$ cat src/rtl/segment_box_edge_collision_unit_defines.svh
// Assertion helpers shared by the collision unit
`ifndef SEGMENT_BOX_EDGE_COLLISION_UNIT_DEFINES_SVH
`define SEGMENT_BOX_EDGE_COLLISION_UNIT_DEFINES_SVH

// Same-cycle implication, reset masks the check
`define SBEC_ASSERT_IMPL(label, clk, rst, ante, cons, msg) \
  label: assert property (@(posedge clk) disable iff (rst) (ante) |-> (cons)) \
    else $error(msg);

// Next-cycle implication, reset masks the check
`define SBEC_ASSERT_NEXT(label, clk, rst, ante, cons, msg) \
  label: assert property (@(posedge clk) disable iff (rst) (ante) |=> (cons)) \
    else $error(msg);

`endif

$ cat src/rtl/sbec_pkg.sv
package sbec_pkg;

  // Coordinate and box extent widths
  localparam int COORD_BITS = 16;
  localparam int EXT_BITS   = 10;
  // Far corner (corner plus extent) never wraps
  localparam int EDGE_W     = ((COORD_BITS > EXT_BITS) ? COORD_BITS : EXT_BITS) + 1;
  localparam int DIFF_W     = EDGE_W + 1;
  localparam int PROD_W     = 2 * DIFF_W;
  localparam int SGN_W      = PROD_W + 1;
  localparam int CFG_IDX_W  = 4;

  // Configuration register indexes
  localparam logic [CFG_IDX_W-1:0] CFG_BOX_WIDTH  = CFG_IDX_W'(0);
  localparam logic [CFG_IDX_W-1:0] CFG_BOX_HEIGHT = CFG_IDX_W'(1);

  // Register reset values
  localparam logic [EXT_BITS-1:0] BOX_WIDTH_RST  = EXT_BITS'(20);
  localparam logic [EXT_BITS-1:0] BOX_HEIGHT_RST = EXT_BITS'(35);

  typedef logic signed [COORD_BITS-1:0] coord_t;
  typedef logic        [EXT_BITS-1:0]   ext_t;
  typedef logic signed [EDGE_W-1:0]     edge_t;
  typedef logic signed [DIFF_W-1:0]     diff_t;
  typedef logic signed [PROD_W-1:0]     prod_t;
  typedef logic signed [SGN_W-1:0]      sgn_t;

  typedef enum logic [1:0] {
    SGN_ZERO = 2'd0,
    SGN_NEG  = 2'd1,
    SGN_POS  = 2'd2
  } sign_t;

  // One segment and box corner
  typedef struct packed {
    coord_t sx;
    coord_t sy;
    coord_t ex;
    coord_t ey;
    coord_t left;
    coord_t top;
  } seg_t;

  // After the difference stage
  typedef struct packed {
    diff_t dx;
    diff_t dy;
    diff_t cx_l;
    diff_t cx_r;
    diff_t cy_t;
    diff_t cy_b;
    sign_t sl_s;
    sign_t sl_e;
    sign_t sr_s;
    sign_t sr_e;
    sign_t st_s;
    sign_t st_e;
    sign_t sb_s;
    sign_t sb_e;
    logic  w_nz;
    logic  h_nz;
  } s1_t;

  // After the product stage
  typedef struct packed {
    prod_t p_yl;
    prod_t p_yr;
    prod_t p_xt;
    prod_t p_xb;
    logic  es_left;
    logic  es_right;
    logic  es_top;
    logic  es_bot;
  } s2_t;

  // After the orientation stage
  typedef struct packed {
    sign_t o_lt;
    sign_t o_rt;
    sign_t o_lb;
    sign_t o_rb;
    logic  es_left;
    logic  es_right;
    logic  es_top;
    logic  es_bot;
  } s3_t;

  function automatic sign_t sign_of(input sgn_t v);
    if (v == '0) begin
      return SGN_ZERO;
    end else if (v[SGN_W-1]) begin
      return SGN_NEG;
    end else begin
      return SGN_POS;
    end
  endfunction

endpackage

$ cat src/rtl/sbec_ifs.sv
// Segment input channel
interface sbec_seg_if import sbec_pkg::*; ();
  logic   valid;
  logic   ready;
  coord_t seg_start_x;
  coord_t seg_start_y;
  coord_t seg_end_x;
  coord_t seg_end_y;
  coord_t box_left;
  coord_t box_top;

  modport source (output valid, seg_start_x, seg_start_y, seg_end_x, seg_end_y,
                  box_left, box_top, input ready);
  modport sink   (input valid, seg_start_x, seg_start_y, seg_end_x, seg_end_y,
                  box_left, box_top, output ready);
endinterface

// Result channel
interface sbec_hit_if;
  logic valid;
  logic ready;
  logic hit;

  modport source (output valid, hit, input ready);
  modport sink   (input valid, hit, output ready);
endinterface

// Register write channel
interface sbec_cfg_if import sbec_pkg::*; ();
  logic                 valid;
  logic                 ready;
  logic [CFG_IDX_W-1:0] index;
  ext_t                 data;

  modport source (output valid, index, data, input ready);
  modport sink   (input valid, index, data, output ready);
endinterface

$ cat src/rtl/sbec_diff.sv
module sbec_diff import sbec_pkg::*; (
  input  logic clk,
  input  logic rst,
  input  logic in_valid,
  output logic in_ready,
  input  seg_t in_data,
  input  ext_t box_width,
  input  ext_t box_height,
  output logic out_valid,
  input  logic out_ready,
  output s1_t  out_data
);

  edge_t right;
  edge_t bottom;
  s1_t   data_next;

  // Far corner and offsets from the segment end
  always_comb begin
    right  = edge_t'(in_data.left) + edge_t'(box_width);
    bottom = edge_t'(in_data.top) + edge_t'(box_height);

    data_next.dx   = diff_t'(in_data.ex) - diff_t'(in_data.sx);
    data_next.dy   = diff_t'(in_data.ey) - diff_t'(in_data.sy);
    data_next.cx_l = diff_t'(in_data.left) - diff_t'(in_data.ex);
    data_next.cx_r = diff_t'(right) - diff_t'(in_data.ex);
    data_next.cy_t = diff_t'(in_data.top) - diff_t'(in_data.ey);
    data_next.cy_b = diff_t'(bottom) - diff_t'(in_data.ey);

    // Side of each endpoint relative to each edge line
    data_next.sl_s = sign_of(sgn_t'(in_data.sx) - sgn_t'(in_data.left));
    data_next.sl_e = sign_of(sgn_t'(in_data.ex) - sgn_t'(in_data.left));
    data_next.sr_s = sign_of(sgn_t'(in_data.sx) - sgn_t'(right));
    data_next.sr_e = sign_of(sgn_t'(in_data.ex) - sgn_t'(right));
    data_next.st_s = sign_of(sgn_t'(in_data.sy) - sgn_t'(in_data.top));
    data_next.st_e = sign_of(sgn_t'(in_data.ey) - sgn_t'(in_data.top));
    data_next.sb_s = sign_of(sgn_t'(in_data.sy) - sgn_t'(bottom));
    data_next.sb_e = sign_of(sgn_t'(in_data.ey) - sgn_t'(bottom));

    data_next.w_nz = (box_width != '0);
    data_next.h_nz = (box_height != '0);
  end

  assign in_ready = !out_valid || out_ready;

  // Advance the stage when it is empty or the next one can take it
  always_ff @(posedge clk) begin
    if (rst) begin
      out_valid <= 1'b0;
    end else if (in_ready) begin
      out_valid <= in_valid;
    end
  end

  always_ff @(posedge clk) begin
    if (in_ready && in_valid) begin
      out_data <= data_next;
    end
  end

endmodule

$ cat src/rtl/sbec_mul.sv
module sbec_mul import sbec_pkg::*; (
  input  logic clk,
  input  logic rst,
  input  logic in_valid,
  output logic in_ready,
  input  s1_t  in_data,
  output logic out_valid,
  input  logic out_ready,
  output s2_t  out_data
);

  s2_t data_next;

  // Four distinct cross-product terms serve all four corners
  always_comb begin
    data_next.p_yl = prod_t'(in_data.dy) * prod_t'(in_data.cx_l);
    data_next.p_yr = prod_t'(in_data.dy) * prod_t'(in_data.cx_r);
    data_next.p_xt = prod_t'(in_data.dx) * prod_t'(in_data.cy_t);
    data_next.p_xb = prod_t'(in_data.dx) * prod_t'(in_data.cy_b);

    // Edge orientation of the endpoints differs only on a nondegenerate edge
    data_next.es_left  = in_data.h_nz && (in_data.sl_s != in_data.sl_e);
    data_next.es_right = in_data.h_nz && (in_data.sr_s != in_data.sr_e);
    data_next.es_top   = in_data.w_nz && (in_data.st_s != in_data.st_e);
    data_next.es_bot   = in_data.w_nz && (in_data.sb_s != in_data.sb_e);
  end

  assign in_ready = !out_valid || out_ready;

  always_ff @(posedge clk) begin
    if (rst) begin
      out_valid <= 1'b0;
    end else if (in_ready) begin
      out_valid <= in_valid;
    end
  end

  always_ff @(posedge clk) begin
    if (in_ready && in_valid) begin
      out_data <= data_next;
    end
  end

endmodule

$ cat src/rtl/sbec_orient.sv
module sbec_orient import sbec_pkg::*; (
  input  logic clk,
  input  logic rst,
  input  logic in_valid,
  output logic in_ready,
  input  s2_t  in_data,
  output logic out_valid,
  input  logic out_ready,
  output s3_t  out_data
);

  s3_t data_next;

  // Orientation of each box corner against the segment
  always_comb begin
    data_next.o_lt = sign_of(sgn_t'(in_data.p_yl) - sgn_t'(in_data.p_xt));
    data_next.o_rt = sign_of(sgn_t'(in_data.p_yr) - sgn_t'(in_data.p_xt));
    data_next.o_lb = sign_of(sgn_t'(in_data.p_yl) - sgn_t'(in_data.p_xb));
    data_next.o_rb = sign_of(sgn_t'(in_data.p_yr) - sgn_t'(in_data.p_xb));
    data_next.es_left  = in_data.es_left;
    data_next.es_right = in_data.es_right;
    data_next.es_top   = in_data.es_top;
    data_next.es_bot   = in_data.es_bot;
  end

  assign in_ready = !out_valid || out_ready;

  always_ff @(posedge clk) begin
    if (rst) begin
      out_valid <= 1'b0;
    end else if (in_ready) begin
      out_valid <= in_valid;
    end
  end

  always_ff @(posedge clk) begin
    if (in_ready && in_valid) begin
      out_data <= data_next;
    end
  end

endmodule

$ cat src/rtl/segment_box_edge_collision_unit.sv
// Segment versus box edge collision unit.
// seg channel: one transaction carries a segment (start and end point) and the
//   top-left corner of an axis-aligned box, all signed whole pixels.
// res channel: one transaction per segment, hit = 1 when the segment crosses
//   or touches any of the four box edges; collinear overlap does not count.
// cfg channel: register writes, index 0 = box width, index 1 = box height;
//   other indexes are dropped. ready is always high. Write only while idle.
// Path: seg acceptance to res valid runs through the difference, multiply,
//   orientation and result register stages.
// Throughput: one transaction per cycle while res is not stalled; every stage
//   of the four-deep pipeline holds one item.
// Stall: each stage loads when it is empty or the stage after it moves, so
//   bubbles fill while res is stalled and seg.ready drops only when all four
//   stages are full. Nothing is lost or repeated.
// Reset: synchronous, clears all valid bits and sets width 20, height 35.
`include "segment_box_edge_collision_unit_defines.svh"

module segment_box_edge_collision_unit import sbec_pkg::*; (
  input  logic       clk,
  input  logic       rst,
  sbec_seg_if.sink   seg,
  sbec_cfg_if.sink   cfg,
  sbec_hit_if.source res
);

  ext_t box_width;
  ext_t box_height;
  seg_t seg_data;
  logic s1_valid;
  logic s1_ready;
  s1_t  s1_data;
  logic s2_valid;
  logic s2_ready;
  s2_t  s2_data;
  logic s3_valid;
  logic s3_ready;
  s3_t  s3_data;
  logic hit_next;

  // Configuration registers
  assign cfg.ready = 1'b1;

  always_ff @(posedge clk) begin
    if (rst) begin
      box_width  <= BOX_WIDTH_RST;
      box_height <= BOX_HEIGHT_RST;
    end else if (cfg.valid && cfg.ready) begin
      unique case (cfg.index)
        CFG_BOX_WIDTH:  box_width <= cfg.data;
        CFG_BOX_HEIGHT: box_height <= cfg.data;
        default: ;
      endcase
    end
  end

  // Pack the incoming transaction
  always_comb begin
    seg_data.sx   = seg.seg_start_x;
    seg_data.sy   = seg.seg_start_y;
    seg_data.ex   = seg.seg_end_x;
    seg_data.ey   = seg.seg_end_y;
    seg_data.left = seg.box_left;
    seg_data.top  = seg.box_top;
  end

  sbec_diff u_diff (
    .clk        (clk),
    .rst        (rst),
    .in_valid   (seg.valid),
    .in_ready   (seg.ready),
    .in_data    (seg_data),
    .box_width  (box_width),
    .box_height (box_height),
    .out_valid  (s1_valid),
    .out_ready  (s1_ready),
    .out_data   (s1_data)
  );

  sbec_mul u_mul (
    .clk       (clk),
    .rst       (rst),
    .in_valid  (s1_valid),
    .in_ready  (s1_ready),
    .in_data   (s1_data),
    .out_valid (s2_valid),
    .out_ready (s2_ready),
    .out_data  (s2_data)
  );

  sbec_orient u_orient (
    .clk       (clk),
    .rst       (rst),
    .in_valid  (s2_valid),
    .in_ready  (s2_ready),
    .in_data   (s2_data),
    .out_valid (s3_valid),
    .out_ready (s3_ready),
    .out_data  (s3_data)
  );

  // An edge is crossed when its end corners lie on different sides of the
  // segment and the segment ends lie on different sides of the edge
  always_comb begin
    hit_next = ((s3_data.o_lt != s3_data.o_lb) && s3_data.es_left)
            || ((s3_data.o_rt != s3_data.o_rb) && s3_data.es_right)
            || ((s3_data.o_lt != s3_data.o_rt) && s3_data.es_top)
            || ((s3_data.o_lb != s3_data.o_rb) && s3_data.es_bot);
  end

  assign s3_ready = !res.valid || res.ready;

  // Output register
  always_ff @(posedge clk) begin
    if (rst) begin
      res.valid <= 1'b0;
    end else if (s3_ready) begin
      res.valid <= s3_valid;
    end
  end

  always_ff @(posedge clk) begin
    if (s3_ready && s3_valid) begin
      res.hit <= hit_next;
    end
  end

  // A box with no extent has only degenerate edges and is never crossed
  `SBEC_ASSERT_IMPL(a_flat_box_no_hit, clk, rst, res.valid && box_width == '0 && box_height == '0, !res.hit, "hit reported for a box of zero size")
  // A width write lands in the register
  `SBEC_ASSERT_NEXT(a_cfg_width, clk, rst, cfg.valid && cfg.ready && cfg.index == CFG_BOX_WIDTH, box_width == $past(cfg.data), "box width write lost")
  // An orientation result waiting on a full output register holds
  `SBEC_ASSERT_NEXT(a_s3_hold, clk, rst, s3_valid && !s3_ready, s3_valid && $stable(s3_data), "orientation stage dropped a held item")

endmodule
$ cat src/flat_wrapper.sv
// flat-port wrapper written by rule: the top's interface ports become plain ports
module segment_box_edge_collision_unit_flat import sbec_pkg::*;
  (clk, rst, seg_valid, seg_seg_start_x, seg_seg_start_y, seg_seg_end_x, seg_seg_end_y, seg_box_left, seg_box_top, seg_ready, cfg_valid, cfg_index, cfg_data, cfg_ready, res_valid, res_hit, res_ready);
  sbec_seg_if seg_i ();
  sbec_cfg_if cfg_i ();
  sbec_hit_if res_i ();
  input  logic clk;
  input  logic rst;
  input wire logic [$bits(seg_i.valid)-1:0] seg_valid;
  input wire logic [$bits(seg_i.seg_start_x)-1:0] seg_seg_start_x;
  input wire logic [$bits(seg_i.seg_start_y)-1:0] seg_seg_start_y;
  input wire logic [$bits(seg_i.seg_end_x)-1:0] seg_seg_end_x;
  input wire logic [$bits(seg_i.seg_end_y)-1:0] seg_seg_end_y;
  input wire logic [$bits(seg_i.box_left)-1:0] seg_box_left;
  input wire logic [$bits(seg_i.box_top)-1:0] seg_box_top;
  output wire logic [$bits(seg_i.ready)-1:0] seg_ready;
  input wire logic [$bits(cfg_i.valid)-1:0] cfg_valid;
  input wire logic [$bits(cfg_i.index)-1:0] cfg_index;
  input wire logic [$bits(cfg_i.data)-1:0] cfg_data;
  output wire logic [$bits(cfg_i.ready)-1:0] cfg_ready;
  output wire logic [$bits(res_i.valid)-1:0] res_valid;
  output wire logic [$bits(res_i.hit)-1:0] res_hit;
  input wire logic [$bits(res_i.ready)-1:0] res_ready;
  assign seg_i.valid = seg_valid;
  assign seg_i.seg_start_x = seg_seg_start_x;
  assign seg_i.seg_start_y = seg_seg_start_y;
  assign seg_i.seg_end_x = seg_seg_end_x;
  assign seg_i.seg_end_y = seg_seg_end_y;
  assign seg_i.box_left = seg_box_left;
  assign seg_i.box_top = seg_box_top;
  assign seg_ready = seg_i.ready;
  assign cfg_i.valid = cfg_valid;
  assign cfg_i.index = cfg_index;
  assign cfg_i.data = cfg_data;
  assign cfg_ready = cfg_i.ready;
  assign res_valid = res_i.valid;
  assign res_hit = res_i.hit;
  assign res_i.ready = res_ready;
  segment_box_edge_collision_unit u_core (.clk(clk), .rst(rst), .seg(seg_i), .cfg(cfg_i), .res(res_i));
endmodule
$ cat config.mk
export PLATFORM = sky130hd
export DESIGN_NAME = segment_box_edge_collision_unit_flat
export DESIGN_NICKNAME = d
export VERILOG_FILES = /design/src/rtl/sbec_pkg.sv /design/src/rtl/sbec_ifs.sv /design/src/rtl/sbec_diff.sv /design/src/rtl/sbec_mul.sv /design/src/rtl/sbec_orient.sv /design/src/rtl/segment_box_edge_collision_unit.sv /design/src/flat_wrapper.sv
export VERILOG_INCLUDE_DIRS = /design/src /design/src/rtl
export SDC_FILE = /design/constraint.sdc
export NUM_CORES = 2
export LEC_CHECK = 0
export BUFFER_PORTS_ARGS = -buffer_cell sky130_fd_sc_hd__buf_2
export CAP_MARGIN = 15
export CORE_MARGIN = 3
export CORE_UTILIZATION = 60
export DETAILED_ROUTE_END_ITERATION = 10
export PLACE_DENSITY = 0.77
export SLEW_MARGIN = 25
export SYNTH_ARGS = -nofsm -noshare
export SYNTH_HDL_FRONTEND = slang
export SYNTH_SLANG_ARGS = --single-unit
$ cat constraint.sdc
create_clock -name clk -period 21.1 [get_ports clk]
set_input_delay 2.11 -clock clk [delete_from_list [all_inputs] [get_ports clk]]
set_output_delay 2.11 -clock clk [all_outputs]
set_load 0.02 [all_outputs]
==> metrics.txt <==
outcome complete, no violations; number of synthesized register bits 301; Fmax achieved 133 MHz; number of global-route vias before repair 61400; Setup Total Neg Slack 0 ps; Commonest cells post-synth sky130_fd_sc_hd__inv_1 (1605), sky130_fd_sc_hd__fa_1 (1232), sky130_fd_sc_hd__nand2_1 (750); Yosys warnings 0; last element of the critical path u_core.u_mul.out_data[38]$_DFFE_PP_; Congestion Overflow GR 0; setup fix buffers added after clock tree synthesis 0; share of cells above drive strength 1 3.53%; crit path launch u_core.u_diff.out_data[124]$_DFFE_PP_; maximum level of the CTS H-tree 2; number of nets in the layout 10200; y dimension of the die 357 µm; number of enable flip-flop cells after synthesis 277; final hold violation count 0; standard cell core area 122000 µm²; Primary FF master, synth sky130_fd_sc_hd__edfxtp_1; Root Driver sky130_fd_sc_hd__clkbuf_16; worst setup path class flop to flop; skew final 29.6 ps; critical path arrival 7850 ps; cell types occupying the most area after synthesis sky130_fd_sc_hd__fa_1 (33%), sky130_fd_sc_hd__ha_1 (12%), sky130_fd_sc_hd__edfxtp_1 (11%); maximum number of pins on one net before global-route repair 143; number of placed I/O pins 119; Area Growth Syn to Fin 4.40%; final cell count without fillers 9832; number of distinct library cells after synthesis 97; share of async-settable or async-resettable flops after synthesis 0%; global routing usage summed across all routing layers 34.1%; final critical-path share of the clock period 35.6%; max-cap violations 0; post-detail-place hpwl 174 mm; synthesized area per cell 8.97 µm²; final non-filler cell area 77200 µm²; number of iterations in the first detailed-routing pass 6; die width 357 µm; share of the synthesized area in the top cell type 33.3%; full die area 128000 µm²; clock tree from TritonCTS built; Most Frequent Cell on Critical Path sky130_fd_sc_hd__fa_1; row count 128; input/output buffers 117; DRC viols 0; Hold WS 402 ps; Post-Synthesis Cell Area 74000 µm²; r2r worst-path depth 21; Final ANT Viol Nets 0; number of antenna violations at the first check in global routing 13; via count 59000; transition time at the pin with the least slew margin 1040 ps; maximum net fanout on the critical path 22; leading cell type by number of instances after synthesis sky130_fd_sc_hd__inv_1; number of design-rule violations left by the first detailed-router iteration 4788; critical path data required time 21450 ps; CTS Sinks 301; Seq/Total Area, Yosys 11.9%; nets in the synthesized netlist 10300; wire length per cell 21.8 µm; library cell with the largest summed area after synthesis sky130_fd_sc_hd__fa_1; longest individual stage delay on the worst path 1010 ps; slack of the worst reg-to-reg path 13600 ps; critical register-to-register path endpoint u_core.u_mul.out_data[38]$_DFFE_PP_; Gate Count Post-Synth 8243; gpl congestion 1.04; clock-pin slew reported for the worst setup and hold paths after clock tree synthesis 60 ps; Tightest Hold Check Type flop to flop; Slew headroom 28.8%; startpoint of the worst register-to-register path u_core.u_diff.out_data[124]$_DFFE_PP_; Cell Area, Placed 75900 µm²; global-route wire length before repair 338 mm; buffers from clock root to sink, at most 3; CTS Hold Buffers Added 0; cell type of the slowest stage on the worst timing path sky130_fd_sc_hd__edfxtp_1; time the worst path needs with I/O delays and setup 7500 ps; setup violators final 0; via density per instance 6.01; RSZ-0062 raised after global routing no; Cell Chain, Critical Path inv_1 > nor2_1 > fa_1 > fa_1 > fa_1 > fa_1 > fa_1 > inv_1 > fa_1 > inv_1 > ha_1 > and3_1 > a21oi_1 > o21ai_1 > o41ai_2 > o31ai_1 > buf_4 > o211ai_1 > nor2_1 > or4_1 > xnor2_1; startpoint types flop; initial core utilization 60.6%; total wire length 214 mm; Crit. End Element flop; total clock buffers created by CTS 40; number of cells in the design after placement 9750; insertion delay to the later sink of the worst-skew pair 620 ps; post-cts resize count 0; Max Transition Viols Final 0
[metrics by stage]
stage | utilization, % | setup slack [ps]
5_1_grt | 63.3 | 13090
3_5_place_dp | 62.2 | 13720
6_report | 63.3 | 13600
3_3_place_gp | 62.2 | 13950
4_1_cts | 63.3 | 13700
2_1_floorplan | - | 11760
[per-layer routing]
layer	vias up	track usage [%]	share of wire (%)
li1	26400	-	-
met1	29200	44.5	40
met2	2875	54.0	45
met3	620	6.61	9.0
met4	8	18.0	6.2
met5	-	0	0.025
[cells in the final DEF (no fill, tap or decap), types with 16 or more instances in the layout]
cell type | synthesis | final
sky130_fd_sc_hd__inv_1 | 1605 | 1605
sky130_fd_sc_hd__fa_1 | 1232 | 1232
sky130_fd_sc_hd__nand2_1 | 750 | 750
sky130_fd_sc_hd__ha_1 | 733 | 733
sky130_fd_sc_hd__and2_1 | 612 | 612
sky130_fd_sc_hd__nor2_1 | 387 | 387
sky130_fd_sc_hd__a21oi_1 | 344 | 343
sky130_fd_sc_hd__edfxtp_1 | 277 | 277
sky130_fd_sc_hd__xnor2_1 | 258 | 258
sky130_fd_sc_hd__o21ai_0 | 240 | 240
sky130_fd_sc_hd__buf_2 | 10 | 117
sky130_fd_sc_hd__a21o_1 | 108 | 108
sky130_fd_sc_hd__nor3_1 | 104 | 104
sky130_fd_sc_hd__nand2b_1 | 96 | 96
sky130_fd_sc_hd__nand3_1 | 94 | 94
sky130_fd_sc_hd__xor2_1 | 90 | 90
sky130_fd_sc_hd__nor2b_1 | 86 | 85
sky130_fd_sc_hd__o21a_1 | 62 | 62
sky130_fd_sc_hd__o21bai_1 | 59 | 59
sky130_fd_sc_hd__nand4_1 | 50 | 50
sky130_fd_sc_hd__and3_1 | 46 | 46
sky130_fd_sc_hd__mux2i_1 | 46 | 46
sky130_fd_sc_hd__buf_4 | 2 | 43
sky130_fd_sc_hd__a31oi_1 | 42 | 42
sky130_fd_sc_hd__clkbuf_16 | 0 | 42
sky130_fd_sc_hd__or3_1 | 39 | 39
sky130_fd_sc_hd__a211oi_1 | 37 | 37
sky130_fd_sc_hd__nor4_1 | 36 | 35
sky130_fd_sc_hd__o211ai_1 | 35 | 35
sky130_fd_sc_hd__o31ai_1 | 34 | 34
sky130_fd_sc_hd__o2111ai_1 | 34 | 34
sky130_fd_sc_hd__a21boi_0 | 33 | 32
sky130_fd_sc_hd__o22ai_1 | 25 | 25
sky130_fd_sc_hd__dfxtp_1 | 24 | 24
sky130_fd_sc_hd__a211o_1 | 22 | 22
sky130_fd_sc_hd__a2111oi_0 | 19 | 19
sky130_fd_sc_hd__nand3b_1 | 19 | 19
sky130_fd_sc_hd__o31a_1 | 16 | 16
[area by class of cell]
type	instances	area (µm²)
antenna	9	22.5
clock buffer	51	1110
clock inverter	22	198
fill	10100	44800
inverter	1606	6030
multi-input combinational	6057	58100
sequential	301	8800
tap	1625	2030
timing repair buffer	161	928
[worst min-delay path by stage]
stage          cells past startpoint                                     to                          startpoint
6_report                           0  u_core.u_orient.out_data[1]$_DFFE_PP_  u_core.u_mul.out_data[1]$_DFFE_PP_
5_1_grt                            0  u_core.u_orient.out_data[1]$_DFFE_PP_  u_core.u_mul.out_data[1]$_DFFE_PP_
4_1_cts                            0  u_core.u_orient.out_data[1]$_DFFE_PP_  u_core.u_mul.out_data[1]$_DFFE_PP_
3_5_place_dp                       0  u_core.u_orient.out_data[2]$_DFFE_PP_  u_core.u_mul.out_data[2]$_DFFE_PP_
3_3_place_gp                       0  u_core.u_orient.out_data[2]$_DFFE_PP_  u_core.u_mul.out_data[2]$_DFFE_PP_
2_1_floorplan                      0  u_core.u_orient.out_data[0]$_DFFE_PP_  u_core.u_mul.out_data[0]$_DFFE_PP_
[worst max-delay path, delay by kind of cell (launching register included)]
family                     cells  cell delay (ps)
DFF                            1             1010
and+or+nand+nor                4              940
buffers and inverters          4              830
adders and majority gates      7             3150
xor gates and xnor gates       1              150
AOI/OAI and AO/OA              5             1110
[registers in the layout (all words and copies together) (netlist names)]
register / cells
u_core.u_orient.out_valid: 1
u_core.u_diff.out_valid: 1
u_core.u_mul.out_data: 142
u_core.u_diff.out_data: 122
u_core.res.valid: 1
u_core.box_width: 10
u_core.box_height: 10
u_core.u_mul.out_valid: 1
u_core.res.hit: 1
u_core.u_orient.out_data: 12
[cell families after synthesis]
family | count (synthesis) | share of synthesized area (%)
AND/OR/NAND/NOR | 2398 | 16.3
flip-flops | 301 | 11.9
multiplexers | 52 | 0.714
AO/OA/AOI/OAI | 1291 | 11.6
XOR/XNOR | 349 | 4.14
buffers and inverters | 1885 | 9.60
other | 1 | 0.00507
adder cells (fa/ha/maj) | 1966 | 45.8
Power is not shown: default switching activity piles up to over one toggle a cycle in this logic, so the estimate is an artifact.
